$ cat config.mk
export PLATFORM = sky130hd
export DESIGN_NAME = ssc_div_lane
export DESIGN_NICKNAME = d
export VERILOG_FILES = /design/src/hdl/ssc_div_lane.sv
export SDC_FILE = /design/constraint.sdc
export NUM_CORES = 2
export LEC_CHECK = 0
export BUFFER_PORTS_ARGS = -buffer_cell sky130_fd_sc_hd__buf_2
export CORE_UTILIZATION = 60
export DETAILED_ROUTE_END_ITERATION = 7
export PLACE_DENSITY_LB_ADDON = 0.05
export SYNTH_ARGS = -nofsm -noshare
export SYNTH_HDL_FRONTEND = slang
export SYNTH_SLANG_ARGS = --single-unit
export TNS_END_PERCENT = 1
$ cat constraint.sdc
create_clock -name i_clk -period 9.18 [get_ports i_clk]
set_clock_uncertainty 0.2 [all_clocks]
set_input_delay 1.836 -clock i_clk [delete_from_list [all_inputs] [get_ports i_clk]]
set_output_delay 1.836 -clock i_clk [all_outputs]
set_load 0.1 [all_outputs]
$ cat src/hdl/ssc_div_lane.sv
// ----------------------------------------------------------------------------
// ssc_div_lane
// Pipelined restoring divider, one quotient bit per stage.
// ----------------------------------------------------------------------------
`default_nettype none

module ssc_div_lane #(
    parameter int DW = 26,
    parameter int NW = 40,
    parameter int NQ = 15
) (
    input  wire logic          i_clk,
    input  wire logic [NQ-1:0] i_en,
    input  wire logic [NW-1:0] i_num,
    input  wire logic [DW-1:0] i_den,
    output logic      [NQ-1:0] o_quo
);

    logic [DW-1:0] r_rem [NQ];
    logic [NW-1:0] r_num [NQ];
    logic [DW-1:0] r_den [NQ];
    logic [NQ-1:0] r_q   [NQ];

    genvar j;
    generate
        for (j = 0; j < NQ; j++) begin : g_stage
            logic [DW-1:0] rem_in;
            logic [NW-1:0] num_in;
            logic [DW-1:0] den_in;
            logic [NQ-1:0] q_in;
            logic [DW:0]   t;
            logic [DW:0]   diff;
            logic          ge;
            logic [DW-1:0] n_rem;
            logic [NQ-1:0] n_q;

            if (j == 0) begin : g_first
                assign rem_in = {1'b0, i_num[NW-1:NQ]};
                assign num_in = i_num;
                assign den_in = i_den;
                assign q_in   = '0;
            end else begin : g_next
                assign rem_in = r_rem[j-1];
                assign num_in = r_num[j-1];
                assign den_in = r_den[j-1];
                assign q_in   = r_q[j-1];
            end

            always_comb begin
                t     = {rem_in, num_in[NQ-1-j]};
                diff  = t - {1'b0, den_in};
                ge    = (t >= {1'b0, den_in});
                n_rem = ge ? diff[DW-1:0] : t[DW-1:0];
                n_q   = {q_in[NQ-2:0], ge};
            end

            always_ff @(posedge i_clk) begin
                if (i_en[j]) begin
                    r_rem[j] <= n_rem;
                    r_num[j] <= num_in;
                    r_den[j] <= den_in;
                    r_q[j]   <= n_q;
                end
            end
        end
    endgenerate

    assign o_quo = r_q[NQ-1];

endmodule

`default_nettype wire

==> reports/metrics.cfg <==
[synth]
synth_area_per_cell_sq_um = 11.48
synth_cell_types = 84
synthTopCellsByCount = edfxtp_1 (953), inv_1 (487), ha_1 (390)
synth_compound_area_frac = 0.1436
synthMostInstantiatedCell = edfxtp_1
syn_nets = 5052
synth-adder-area-share = 0.09841
synth-seq-cells = 953
synthTopCellsByArea = edfxtp_1 (55%), ha_1 (9.3%), a21oi_1 (3.5%), inv_1 (3.5%), mux2_2 (3.1%)
synth_top_cell_by_area = edfxtp_1
synth_top_family_by_area = compound AO/OA/AOI/OAI gates
synthXorXnorAreaFrac = 0.05111
yosys_warnings = 0
synthDominantCellAreaShare = 0.5458
syn-cell-area_sq_um = 52430
syn_inst = 4566
synth_edf_count = 953
synthArstFlopShare = 0
ys_seq_area_frac = 0.5458
synth_ff_type = edfxtp_1
synthMuxAreaShare = 0.03245
synthSimpleGateAreaFrac = 0.08571

[worst_hold_path]
hp-class = reg2reg

[finish]
register_area_sq_um = 28620
syn_to_final_growth_pct = 10.22
final_cell_area_sq_um = 57800
final_cell_count_no_fill = 5935
multi_input_area_sq_um = 21650
utilization = 0.6672
drive_gt1_frac = 0.09751
nets = 5181
num-fill-cells = 6524

[pwr]
p_per_area_nw_per_um2 = 350.8
leakagePower_nw = 23.70
ir_worst_vdd_v = 0.0001939
power_mw = 20.28

[clock_tree]
insertion_delay_ps = 680
htree_levels = 3
clock-sinks = 953
clockRootBuffer = clkbuf_16
cts_tree = yes
cts_resized = 0
ctsLongestPathBuffers = 3
cts_setup_buffers = 0
clkSlewWorstSetupHoldPaths_ps = 60
ctsHoldBuffers = 0
numCtsBuffers = 98

[drt]
wl_mm = 121.8
num_vias = 34570
drc = 0
antenna_left = 0
drt-initial-drc-count = 1904
firstDrtPassIters = 5
vias_per_cell = 5.824
detail_route.wl_per_cell_um = 20.53

[sta]
achievable-frequency_mhz = 194.3
setup_tns_ps = 0
min_period_ps = 5146
period_share = 0.5605
setup_viol = 0
hold_ws_ps = 210.1
drv_slew = 0
fin_ws_ps = 4034
hold_violations = 0
rsz0062_at_grt = false
slew_headroom = 0.3398
tightest_slew_ps = 981.3

[placed_design]
io_buffers = 96
dp_hpwl_mm = 95.77
place_congestion = 0.9277
detailedPlace.worstSlack_ps = 3349
dp_cells = 5750
dpl_cell_area_sq_um = 54290

[worst_setup_path]
timing.rr.start = r_num[1][5]
cp_data_required_time_ps = 9400
reg2reg_slack_ps = 4680
endpoint = r_rem[0][10]
crit_arrival_ps = 5360
critPathMaxFanout = 32
end_kind = register
ff2ff_path_depth = 12
startpoint = i_den[4]
critical_path_class = in2reg
worst_setup_path_start_kind = primary input
r2r-end = r_rem[1][28]

[floorplan]
rows = 108
core_area_sq_um = 86620
dieArea_sq_um = 88580
io_pins = 97
fp.dieW_um = 297.6
dieHeight_um = 297.6
start_util = 0.6053

[global_routing]
track_usage = 0.2759
grt_pass1_vias = 35810
grt_pass1_wl_mm = 189.8
grt_max_degree = 68
antenna_found_initial = 1
grt.overflow.total = 0

[run_status]
outcome = finished clean

[run]
max-cap-violations = 0

## layer usage
layer	global-route usage	up-vias	wire (um)
li1	-	17020	-
met2	0.5504	748	68150
met4	0.1831	0	8860
met3	0.03199	294	3618
met5	0	-	0
met1	0.2589	16510	41210
## critical path, stage by stage
cell and delay [ps]:
buf_2 110, inv_1 40, ha_1 340, a211oi_1 470
o211ai_1 240, a31oi_1 380, nor4bb_1 180, or3b_1 420
nand2_1 120, o21a_1 430, buf_4 390, inv_2 110
mux2_2 290
## worst min-delay path by stage
| stage | start | to | slack, ps | cells past startpoint |
|---|---|---|---|---|
| after floorplan | r_num[0][80] | r_num[0][120] | 200 | 0 |
| after global placement | r_q[1][55] | r_q[1][71] | 200 | 0 |
| after detailed placement | r_num[0][83] | r_num[0][123] | 200 | 0 |
| after CTS | r_q[0][109] | r_q[1][5] | 220 | 0 |
| after global routing | r_num[0][10] | r_num[0][50] | 220 | 0 |
| final | r_q[1][16] | r_q[1][32] | 210 | 0 |
## flip-flops by register name, indices dropped and copies added (netlist names)
register	flops
r_den	364
r_rem	364
r_q	120
r_num	105
## cell usage in the layout (no fill, tap or decap), types with 96 or more instances in the layout
cell and n:
o21ai_0 304, a21o_1 179, inv_1 487, buf_2 96, clkbuf_16 99, nand2_1 356, edfxtp_1 953, mux2_2 144
xnor2_1 185, xor2_1 121, a21oi_1 368, ha_1 390, nor2_1 239
## report_power, final
part	internal, mW	total, mW	switching, mW
clock	2.56	4.30	1.74
combinational	3.80	8.97	5.17
sequential	6.37	7.01	0.636
total	12.7	20.3	7.54
## layout make-up
| class | instances | share of cell area |
|---|---|---|
| clock inverter | 75 | 0.01706 |
| tap | 1155 | 0.02500 |
| inverter | 488 | 0.03169 |
| antenna | 1 | 0.00004330 |
| clock buffer | 109 | 0.04351 |
| multi-input combinational | 3023 | 0.3747 |
| sequential | 953 | 0.4952 |
| timing repair buffer | 131 | 0.01286 |
## kinds of logic after synthesis
family | Yosys count
AOI/OAI and AO/OA | 1202
and+or+nand+nor | 959
DFF | 953
buffers and inverters | 590
adders and majority gates | 404
xor gates and xnor gates | 306
muxes | 152
Power figures use the tool's default switching activity.
